<file path="src/design/assert_macros.svh">
// ---------------------------------------------------------------------------
// assertion macros
// shared concurrent assertion forms for the design files
// ---------------------------------------------------------------------------
`ifndef ASSERT_MACROS_SVH
`define ASSERT_MACROS_SVH

// condition at one edge implies a condition at the same edge
`define ASSERT_IMPLIES(lbl, clk, rst, pre, post, msg) \
   lbl: assert property (@(posedge clk) disable iff (rst) (pre) |-> (post)) else $error(msg);

// condition at one edge implies a condition at the next edge
`define ASSERT_NEXT(lbl, clk, rst, pre, post, msg) \
   lbl: assert property (@(posedge clk) disable iff (rst) (pre) |=> (post)) else $error(msg);

`endif

</file>
<file path="src/design/krsm_pkg.sv">
// ---------------------------------------------------------------------------
// krsm_pkg
// types and constants shared by the stream matcher and its window cells
// ---------------------------------------------------------------------------
package krsm_pkg;

   localparam int BYTE_W   = 8;
   localparam int HASH_W   = 32;
   localparam int COUNT_W  = 32;
   localparam int CFG_W    = 6;
   localparam int PIDX_W   = 5;

   localparam logic [CFG_W-1:0] LEN_RESET = 6'd1;

   typedef enum logic {
      CMD_LOAD = 1'b0,
      CMD_TEXT = 1'b1
   } cmd_type;

   // control broadcast to every window cell
   typedef struct packed {
      logic              shift_win;
      logic              shift_rev;
      logic [BYTE_W-1:0] text_byte;
      logic [BYTE_W-1:0] inject_byte;
   } cell_ctl_type;

endpackage

</file>
<file path="src/design/krsm_cell.sv">
// ---------------------------------------------------------------------------
// krsm_cell
// one window cell: text byte by age, aligned compare byte, pattern byte
// ---------------------------------------------------------------------------
module krsm_cell
   import krsm_pkg::*;
(
   input  logic                clock,
   input  logic                reset,
   input  cell_ctl_type        ctl,
   input  logic                inject_sel,
   input  logic                pat_we,
   input  logic [BYTE_W-1:0]   win_prev,
   input  logic [BYTE_W-1:0]   rev_next,
   output logic [BYTE_W-1:0]   win_out,
   output logic [BYTE_W-1:0]   rev_out,
   output logic                match_next
);

   logic [BYTE_W-1:0] win_ff;
   logic [BYTE_W-1:0] win_in;
   logic [BYTE_W-1:0] rev_ff;
   logic [BYTE_W-1:0] rev_in;
   logic [BYTE_W-1:0] pat_ff;

   // compare chain runs toward cell 0, fed at the cell of the last pattern byte
   assign rev_in     = inject_sel ? ctl.inject_byte : rev_next;
   assign win_in     = win_prev;
   assign match_next = (rev_in == pat_ff);

   always_ff @(posedge clock) begin
      if (reset) begin
         win_ff <= '0;
         rev_ff <= '0;
      end else begin
         if (ctl.shift_win) begin
            win_ff <= win_in;
         end
         if (ctl.shift_rev) begin
            rev_ff <= rev_in;
         end
      end
   end

   always_ff @(posedge clock) begin
      if (pat_we) begin
         pat_ff <= ctl.text_byte;
      end
   end

   assign win_out = win_ff;
   assign rev_out = rev_ff;

endmodule

</file>
<file path="src/design/karp_rabin_stream_matcher.sv">
// ---------------------------------------------------------------------------
// karp_rabin_stream_matcher
// rolling-hash pattern matcher over a byte stream with exact window check
// ---------------------------------------------------------------------------
//
//   channel  ports                       direction  moves
//   req      req_valid / req_ready       in         load or text word
//   rsp      rsp_valid / rsp_ready       out        match word, one per text word
//   csr      csr_write_enable            in         pattern length, no wait
//
// - a load word gives no response word
// - a text word's response word sits in the output register from the next
//   cycle, so up to one word per cycle flows through
// - a full output register that is not taken stalls req_ready
// - after a csr write the compare chain is realigned from the text window,
//   with req_ready low while the sweep runs
// - reset (synchronous) clears window, hashes, count and the output valid;
//   pattern bytes stay undefined until loaded
//
`include "assert_macros.svh"

module karp_rabin_stream_matcher
   import krsm_pkg::*;
#(
   parameter int MAX_PATTERN = 32
)
(
   input  logic                 clock,
   input  logic                 reset,
   // request channel
   input  logic                 req_valid,
   output logic                 req_ready,
   input  logic                 req_command,
   input  logic [BYTE_W-1:0]    req_data_byte,
   input  logic [PIDX_W-1:0]    req_pattern_index,
   input  logic                 req_last_byte,
   // response channel
   output logic                 rsp_valid,
   input  logic                 rsp_ready,
   output logic                 rsp_match_found,
   output logic [COUNT_W-1:0]   rsp_match_position,
   // configuration
   input  logic                 csr_write_enable,
   input  logic [CFG_W-1:0]     csr_write_data
);

   localparam int IDX_W = (MAX_PATTERN > 1) ? $clog2(MAX_PATTERN) : 1;
   localparam int LEN_W = ($clog2(MAX_PATTERN + 1) > CFG_W) ? $clog2(MAX_PATTERN + 1) : CFG_W;
   localparam logic [IDX_W-1:0] LAST_CELL = IDX_W'(MAX_PATTERN - 1);

   // configuration and realignment sweep
   logic [CFG_W-1:0]   len_cfg_ff;
   logic               sweep_ff;
   logic               sweep_in;
   logic [IDX_W-1:0]   sweep_cnt_ff;
   logic [IDX_W-1:0]   sweep_cnt_in;

   // hash and count state
   logic [HASH_W-1:0]  pat_hash_ff;
   logic [HASH_W-1:0]  pat_hash_in;
   logic [HASH_W-1:0]  win_hash_ff;
   logic [HASH_W-1:0]  win_hash_in;
   logic [COUNT_W-1:0] text_count_ff;
   logic [COUNT_W-1:0] text_count_in;

   // output register
   logic               rsp_valid_ff;
   logic               rsp_valid_in;
   logic               rsp_match_ff;
   logic               rsp_match_in;
   logic [COUNT_W-1:0] rsp_pos_ff;
   logic [COUNT_W-1:0] rsp_pos_in;

   // datapath
   logic [LEN_W-1:0]   len_ext;
   logic [LEN_W-1:0]   len_used;
   logic [LEN_W-1:0]   len_m1;
   logic               accept;
   logic               text_fire;
   logic               load_ok;
   logic [HASH_W-1:0]  leave_term;
   logic [HASH_W-1:0]  hash_base;
   logic [HASH_W-1:0]  hash_next;
   logic [COUNT_W-1:0] filled;
   logic               full;
   logic               all_eq;
   logic               hit;
   cell_ctl_type       ctl;
   logic [IDX_W-1:0]   sweep_src;

   logic [BYTE_W-1:0]  win_bus [MAX_PATTERN];
   logic [BYTE_W-1:0]  rev_bus [MAX_PATTERN];
   logic               eq_bus  [MAX_PATTERN];

   // pattern length in use, clamped to 1..MAX_PATTERN
   always_comb begin
      len_ext  = LEN_W'(len_cfg_ff);
      len_used = len_ext;
      if (len_ext == '0) begin
         len_used = LEN_W'(1);
      end else if (len_ext > LEN_W'(MAX_PATTERN)) begin
         len_used = LEN_W'(MAX_PATTERN);
      end
   end
   assign len_m1 = len_used - LEN_W'(1);

   // handshake
   assign req_ready = !sweep_ff && (!rsp_valid_ff || rsp_ready);
   assign accept    = req_valid && req_ready;
   assign text_fire = accept && (cmd_type'(req_command) == CMD_TEXT);
   assign load_ok   = accept && (cmd_type'(req_command) == CMD_LOAD)
                      && (32'(req_pattern_index) < 32'(MAX_PATTERN));

   // during a sweep the window is replayed oldest first into the compare chain
   assign sweep_src = LAST_CELL - sweep_cnt_ff;

   always_comb begin
      ctl.shift_win   = text_fire;
      ctl.shift_rev   = text_fire || sweep_ff;
      ctl.text_byte   = req_data_byte;
      ctl.inject_byte = sweep_ff ? win_bus[sweep_src] : req_data_byte;
   end

   // window cells
   for (genvar k = 0; k < MAX_PATTERN; k++) begin : g_cell
      logic [BYTE_W-1:0] prev_byte;
      logic [BYTE_W-1:0] next_byte;

      if (k == 0) begin : g_head
         assign prev_byte = req_data_byte;
      end else begin : g_body
         assign prev_byte = win_bus[k-1];
      end
      if (k == MAX_PATTERN - 1) begin : g_tail
         assign next_byte = '0;
      end else begin : g_link
         assign next_byte = rev_bus[k+1];
      end

      krsm_cell u_cell (
         .clock      (clock),
         .reset      (reset),
         .ctl        (ctl),
         .inject_sel (len_m1 == LEN_W'(k)),
         .pat_we     (load_ok && (32'(req_pattern_index) == 32'(k))),
         .win_prev   (prev_byte),
         .rev_next   (next_byte),
         .win_out    (win_bus[k]),
         .rev_out    (rev_bus[k]),
         .match_next (eq_bus[k])
      );
   end

   // exact check: every cell below the pattern length must agree
   always_comb begin
      all_eq = 1'b1;
      for (int k = 0; k < MAX_PATTERN; k++) begin
         if ((LEN_W'(k) < len_used) && !eq_bus[k]) begin
            all_eq = 1'b0;
         end
      end
   end

   // rolling hash: drop the leaving byte (weight 2^(m-1)), then shift in the new one
   // cell 0 of the compare chain holds the byte of age m-1
   assign leave_term = HASH_W'(rev_bus[0]) << len_m1;
   assign hash_base  = (text_count_ff >= COUNT_W'(len_used)) ? (win_hash_ff - leave_term)
                                                              : win_hash_ff;
   assign hash_next  = (hash_base << 1) + HASH_W'(req_data_byte);

   assign filled = text_count_ff + COUNT_W'(1);
   assign full   = (filled != '0) && (filled >= COUNT_W'(len_used));
   assign hit    = full && (hash_next == pat_hash_ff) && all_eq;

   always_comb begin
      pat_hash_in   = pat_hash_ff;
      win_hash_in   = win_hash_ff;
      text_count_in = text_count_ff;
      rsp_valid_in  = rsp_valid_ff;
      rsp_match_in  = rsp_match_ff;
      rsp_pos_in    = rsp_pos_ff;
      sweep_in      = sweep_ff;
      sweep_cnt_in  = sweep_cnt_ff;

      if (load_ok) begin
         if (req_pattern_index == '0) begin
            pat_hash_in = HASH_W'(req_data_byte);
         end else begin
            pat_hash_in = (pat_hash_ff << 1) + HASH_W'(req_data_byte);
         end
      end

      if (rsp_valid_ff && rsp_ready) begin
         rsp_valid_in = 1'b0;
      end
      if (text_fire) begin
         rsp_valid_in  = 1'b1;
         rsp_match_in  = hit;
         rsp_pos_in    = full ? (filled - COUNT_W'(len_used)) : '0;
         win_hash_in   = req_last_byte ? '0 : hash_next;
         text_count_in = req_last_byte ? '0 : filled;
      end

      if (sweep_ff) begin
         sweep_cnt_in = sweep_cnt_ff + IDX_W'(1);
         if (sweep_cnt_ff == LAST_CELL) begin
            sweep_in = 1'b0;
         end
      end
      if (csr_write_enable) begin
         sweep_in     = 1'b1;
         sweep_cnt_in = '0;
      end
   end

   always_ff @(posedge clock) begin
      if (reset) begin
         len_cfg_ff    <= LEN_RESET;
         sweep_ff      <= 1'b0;
         sweep_cnt_ff  <= '0;
         pat_hash_ff   <= '0;
         win_hash_ff   <= '0;
         text_count_ff <= '0;
         rsp_valid_ff  <= 1'b0;
      end else begin
         if (csr_write_enable) begin
            len_cfg_ff <= csr_write_data;
         end
         sweep_ff      <= sweep_in;
         sweep_cnt_ff  <= sweep_cnt_in;
         pat_hash_ff   <= pat_hash_in;
         win_hash_ff   <= win_hash_in;
         text_count_ff <= text_count_in;
         rsp_valid_ff  <= rsp_valid_in;
      end
   end

   // response payload, no reset needed
   always_ff @(posedge clock) begin
      rsp_match_ff <= rsp_match_in;
      rsp_pos_ff   <= rsp_pos_in;
   end

   assign rsp_valid          = rsp_valid_ff;
   assign rsp_match_found    = rsp_match_ff;
   assign rsp_match_position = rsp_pos_ff;

   // a csr write always starts a realignment sweep
   `ASSERT_NEXT(a_csr_starts_sweep, clock, reset, csr_write_enable, sweep_ff,
                "csr write did not start the realignment sweep")

   // the sweep ends after the last cell has been fed
   `ASSERT_NEXT(a_sweep_ends, clock, reset,
                sweep_ff && (sweep_cnt_ff == LAST_CELL) && !csr_write_enable, !sweep_ff,
                "realignment sweep ran past the last cell")

   // every text word leaves a response word behind
   `ASSERT_NEXT(a_text_gives_rsp, clock, reset, text_fire, rsp_valid_ff,
                "text word produced no response word")

   // a load never creates a response word
   `ASSERT_NEXT(a_load_no_rsp, clock, reset,
                accept && (cmd_type'(req_command) == CMD_LOAD) && !rsp_valid_ff,
                !rsp_valid_ff,
                "load word produced a response word")

   // a reported match lies inside a full window
   `ASSERT_IMPLIES(a_match_full, clock, reset, text_fire && hit,
                   filled >= COUNT_W'(len_used),
                   "match reported before the window filled")

endmodule

</file>
<file path="config.mk">
export PLATFORM = sky130hd
export DESIGN_NAME = karp_rabin_stream_matcher
export DESIGN_NICKNAME = d
export VERILOG_FILES = /design/src/design/krsm_pkg.sv /design/src/design/krsm_cell.sv /design/src/design/karp_rabin_stream_matcher.sv
export VERILOG_INCLUDE_DIRS = /design/src /design/src/design
export SDC_FILE = /design/constraint.sdc
export NUM_CORES = 2
export LEC_CHECK = 0
export BUFFER_PORTS_ARGS = -buffer_cell sky130_fd_sc_hd__buf_2
export CORE_MARGIN = 5
export CORE_UTILIZATION = 55
export CTS_CLUSTER_DIAMETER = 60
export CTS_CLUSTER_SIZE = 10
export DETAILED_ROUTE_END_ITERATION = 10
export PLACE_DENSITY_LB_ADDON = 0.2
export SYNTH_ARGS = -nofsm -noshare
export SYNTH_HDL_FRONTEND = slang
export SYNTH_HIERARCHICAL = 1
export SYNTH_SLANG_ARGS = --single-unit
</file>
<file path="constraint.sdc">
create_clock -name clock -period 17.6 [get_ports clock]
set_clock_uncertainty 0.05 [all_clocks]
set_input_delay 0.88 -clock clock [delete_from_list [all_inputs] [get_ports clock]]
set_output_delay 0.88 -clock clock [all_outputs]
set_load 0.05 [all_outputs]
</file>
# Word level (Yosys, flattened, before mapping)
# Cells that the tools add are included.
[word_totals]
regBits = 909
latch_bits = 0
mem_bits_rw = 0
rom_bits = 0
inputBits = 26
output_inout_bits = 35
wordCells = 441
mem_count = 0
[op_classes]
n_addsub = 8
n_mul = 0
n_div = 0
n_lt_le_gt_ge = 36
eq_ne = 96
shift = 1
mux = 79
n_bitwise = 2
n_reduce_logical = 114
[ops]
columns = ["operator", "n"]
rows = [
  ["$mux W8", 35],
  ["$eq A8 B8 Y1", 32],
  ["$eq A6 B5 Y1 const B", 16],
  ["$lt A5 B6 Y1 const A", 16],
  ["$eq A5 B5 Y1 const B", 17],
  ["$logic_and A1 B1 Y1", 72],
  ["$add A32 B8 Y32", 2],
  ["$ge A32 B6 Y1", 2],
  ["$mux W32", 2],
  ["$mux W31", 2],
  ["$eq A6 B4 Y1 const B", 8],
  ["$lt A4 B6 Y1 const A", 8],
  ["$bmux W8 S5", 1],
  ["$eq A5 B4 Y1 const B", 8],
  ["$mux W1", 37],
  ["$logic_not A1 Y1", 34],
  ["$add A32 B1 Y32 const B", 1],
  ["$eq A32 B32 Y1", 1],
  ["$reduce_bool A32 Y1", 1],
  ["$sub A32 B6 Y32", 1],
  ["$shl A8 B6 Y31", 1],
  ["$sub A31 B31 Y31", 1],
  ["$eq A6 B3 Y1 const B", 4],
  ["$lt A3 B6 Y1 const A", 4],
  ["other kinds (20)", 30],
]

# Longest topological paths before layout
[logic_depth]
word_depth = 43
mapped_depth = 32
depth_no_buf = 29

# By module
# The synthesis kept the hierarchy.
[by_module_without_submodules]
columns = ["module", "instances", "cells_per_inst", "area_each_um2", "seq_area_each_um2"]
rows = [
  ["krsm_cell", 32, 81, 959.7, 560.5],
  ["karp_rabin_stream_matcher", 1, 1896, 15245.9, 3153.0],
]

# Worst setup path after synthesis
# No wires, ideal clock.
[synth_timing]
path_kind = "register -> register"
start = "reg len_cfg_ff[1]"
end = "reg rsp_match_ff (netlist: rsp_match_found), data pin"
setup_ns = 0.133
arrival_time_ns = 6.814
required_time_ns = 17.417
slack_ns = 10.603
path_stages_with_launch = 30
n_path_buf = 3
synth_period_minus_slack_ns = 6.997
cell_sequence = "dfxtp_1 > clkbuf_1 > nor4_1 > o21a_1 > buf_2 > clkinv_1 > ha_1 > buf_2 > nand2_1 > nand2_1 > o21ai_1 > nand2_1 > nor2_1 > nand2_1 > fa_1 > nand2_1 > nand2_1 > inv_1 > fa_1 > xnor2_1 > nor4_1 > o2111ai_1 > or3_1 > a211o_1 > or4b_2 > a2111oi_4 > nand4b_1 > a2111oi_0 > and4b_1 > o2111a_1"
[synth_via]
elab_chain_cells = 42
elab_cells_between_ends = 239
cone_classes = "add/sub (3); order compare (35); eq/ne (64); shift (1); mux (67); reduce/logical (69)"
[synth_lines]
columns = ["element", "line", "text"]
rows = [
  ["start: declaration", "karp_rabin_stream_matcher.sv:52", "logic [CFG_W-1:0] len_cfg_ff;"],
  ["start signal: assignment", "karp_rabin_stream_matcher.sv:227", "len_cfg_ff <= csr_write_data;"],
  ["$gt A6 B6 Y1", "karp_rabin_stream_matcher.sv:101", "end else if (len_ext > LEN_W'(MAX_PATTERN)) begin"],
  ["$mux W6", "karp_rabin_stream_matcher.sv:101", ""],
  ["$mux W6 (*)", "karp_rabin_stream_matcher.sv:99", "if (len_ext == '0) begin"],
  ["$sub A6 B1 Y6", "karp_rabin_stream_matcher.sv:105", "assign len_m1 = len_used - LEN_W'(1);"],
  ["$logic_not A6 Y1", "karp_rabin_stream_matcher.sv:144", ".inject_sel (len_m1 == LEN_W'(k)),"],
  ["$mux W8", "krsm_cell.sv:27", "assign rev_in = inject_sel ? ctl.inject_byte : rev_next;"],
  ["$eq A8 B8 Y1", "krsm_cell.sv:29", "assign match_next = (rev_in == pat_ff);"],
  ["$logic_not A1 Y1", "karp_rabin_stream_matcher.sv:158", "if ((LEN_W'(k) < len_used) && !eq_bus[k]) begin"],
  ["$logic_and A1 B1 Y1", "karp_rabin_stream_matcher.sv:158", ""],
  ["$mux W1 (32 in series)", "karp_rabin_stream_matcher.sv:158", ""],
  ["$logic_and A1 B1 Y1 (*)", "karp_rabin_stream_matcher.sv:173", "assign hit = full && (hash_next == pat_hash_ff) && all_eq;"],
  ["net hit", "karp_rabin_stream_matcher.sv:87", "logic hit;"],
  ["end signal: assignment", "karp_rabin_stream_matcher.sv:240", "rsp_match_ff <= rsp_match_in;"],
  ["end: declaration", "karp_rabin_stream_matcher.sv:69", "logic rsp_match_ff;"],
]
# Mark *: on every way through the listed nets, which the timed path passes. The rest lies on a longest branch.
# A chain may end at the register's enable or synchronous reset.

==> results.toml <==
[timing]
hold_viol = 0
post-route-period-util = 0.518
period_needed_ps = 9120
clock.fmax_mhz = 110
post-route-worst-setup-slack_ps = 8480
maxSlewHeadroom = 0.145
setup_viol = 0
rsz0062_at_grt = "false"
worst_pin_slew_ps = 1270
tns_ps = 0
maxSlewViolCount = 0

[logic_synthesis]
synth_top_area_frac = 0.270
avgSynthCellArea_sq_um = 10.2
synth_cell_types = 95
synth_top_area_cell = "dfxtp_1"
netlist_top_cells_count = "nor2_1 (828), dfxtp_1 (620), mux2i_1 (541)"
async_reset_ff_frac = 0
seq_area_frac_synth = 0.459
synth_edf_count = 289
yosysMostFrequentCell = "nor2_1"
ys.warnings.count = 6
synth_seq_cells = 909
syn_area_sq_um = 46000
ys_top_cells_by_area = "dfxtp_1 (27%), edfxtp_1 (19%), mux2i_1 (12%)"
syn_inst = 4488
synth-main-ff-cell = "dfxtp_1"

[power_and_ir_drop]
sequentialPowerShare = 0.445
p_per_area_nw_per_um2 = 104
irDropWorstVdd_mv = 0.0876
p_leak_nw = 17.0
pwr-share-comb = 0.177
switching_share = 0.286
p_int_mw = 3.67
p_switching_mw = 1.47
p_clk_frac = 0.378

[worst_setup_path]
end_kind = "register"
path_class = "register to register"
cp-startpoint = "len_cfg_ff[3]$_SDFFE_PP0P_"
critPathMaxFanout = 17
required_ps = 18060
start_kind = "register"
rr_startpoint = "len_cfg_ff[3]$_SDFFE_PP0P_"
rr_worst_depth = 24
cp.arrival_ps = 9580

[grt]
grt_pass1_vias = 31700
grtUsageTotal = 0.252
grt_pass1_wl_um = 182000
gr-total-overflow = 0
met1_usage = 0.361
gr-usage-met3 = 0.0450
busiest_layer = "met2"
use_met2 = 0.405
antenna_found_initial = 7
grt_max_degree = 230

[cts]
postCtsHoldBufs = 0
clock_sinks = 909
cts_made_buffers = 102
path_clk_slew_ps = 60
cts_resized = 0
cts_max_level = 3
cts_setup_buffers = 0
cts-root-buf = "clkbuf_16"
clock_latency_ps = 710
cts_tree = "yes"
cts_max_path_buffers = 3

[routing]
routed_wl_um = 116000
drc = 0
drt_pass1_iterations = 6
detail-route-antenna-nets = 0
num_vias = 33000
first_iter_violations = 2842
routedWlPerCell_um = 20.9
via_per_inst = 5.98

[floorplanning]
num_rows = 106
ios = 61
initial_core_util = 0.552
design.die.area_sq_um = 89400
core_sq_um = 83300
die_x_um = 299
dieHeight_um = 299

[placement]
placed_cells = 5352
pre_cts_ws_ps = 8730
place.gp.congestion = 0.930
hpwl_um = 74000
io_buffers = 60

[hold_path]
hold_class = "input port to register"
whs_path_depth = 3
hp-start = "rsp_ready"

[layout]
fin_cells = 5530
drive_above_1_share = 0.0819
nNetsFinal = 4472
fill_cells = 7051
area.growth.synth_to_final_pct = 7.87

[flow_run]
max_cap_violations = 0

[run_status]
status = "finished clean"
## kinds of logic after synthesis
group	after synthesis	share of synthesized area
and+or+nand+nor	1386	0.135
AOI/OAI and AO/OA	690	0.104
xor gates and xnor gates	428	0.0837
buffers and inverters	373	0.0386
DFF	909	0.459
adders and majority gates	72	0.0201
other	1	0.0000816
muxes	629	0.159
## registers in the layout (all words and copies together) (netlist names)
| register | count |
|---|---|
| g_cell.u_cell/pat_ff | 256 |
| g_cell.u_cell/rev_out | 256 |
| g_cell.u_cell/win_out | 256 |
| len_cfg_ff | 6 |
| pat_hash_ff | 32 |
| rsp_match_found | 1 |
| rsp_match_position | 32 |
| rsp_valid | 1 |
| sweep_cnt_ff | 5 |
| sweep_ff | 1 |
| text_count_ff | 32 |
| win_hash_ff | 31 |
## through the flow
stage          hold WS (ps)  utilization  total power, mW  area (sq um)
4_1_cts                 369        0.595             5.17         49600
5_1_grt                 403        0.595             5.36         49600
3_5_place_dp            427        0.559             3.22         46500
6_report                406        0.595             5.14         49600
2_1_floorplan           399            -             3.00         46000
3_3_place_gp            420        0.559             3.21         46500
## critical path: stages, from the launching register on
cell and delay [ps]:
dfxtp_1 500, nor4_1 430, o21a_1 550, clkinv_1 440, ha_1 470, nand2_1 330, nand2_1 120, o21a_1 270
nor2_1 710, and3_1 610, mux2i_1 330, xor2_1 180, nand4_1 160, nor2_1 360, a41oi_1 360, nor3_1 240
o2111ai_1 130, or3_1 320, a211o_1 320, or4b_2 750, a2111oi_4 290, nand4b_1 210, a2111oi_0 380, and4b_1 240
o2111a_1 200
## power groups by stage
stage	Sequential, mW	Combinational (mW)	Clock [mW]
final	2.28	0.910	1.94
after global routing	2.29	0.997	2.08
after CTS	2.28	0.901	1.98
after detailed placement	2.33	0.896	0
after global placement	2.33	0.888	0
after floorplan	2.33	0.678	0
## area by class of cell
type	count	area, sq um	share of cell area
Multi-Input combinational cell	3213	23200	0.469
Sequential cell	909	21100	0.426
Clock buffer	164	2840	0.0572
Tap cell	1080	1350	0.0273
Timing Repair Buffer	106	668	0.0135
Clock inverter	9	189	0.00381
Inverter	44	173	0.00348
Antenna cell	5	12.5	0.000252
## cells in the final DEF, fill, tap and decap left out, types with 46 or more instances in the layout
master / count
clkbuf_16: 103
a21oi_1: 125
xor2_1: 321
a211oi_1: 265
edfxtp_1: 289
dfxtp_1: 618
a22oi_1: 56
nor2_1: 826
ha_1: 66
buf_2: 59
nand3_1: 52
nand4_1: 91
xnor2_1: 99
nor3_1: 46
clkbuf_1: 58
o21ai_0: 64
nand2_1: 150
mux4_2: 82
mux2i_1: 541
## layer usage
metal,part of all wire,wire (um)
met5,0.00035,40
met2,0.46,53000
met1,0.45,52600
met4,0.020,2320
met3,0.068,7860
## worst paths after layout
path	end	slack [ps]
worst min register to register	win_hash_ff[29]$_SDFFE_PP0P_	430
worst max-delay path	rsp_match_found$_DFFE_PP_	8480
worst min-delay path	rsp_valid$_SDFFE_PP0P_	410
worst max register to register	rsp_match_found$_DFFE_PP_	8480
(Power assumes the default switching activity.)
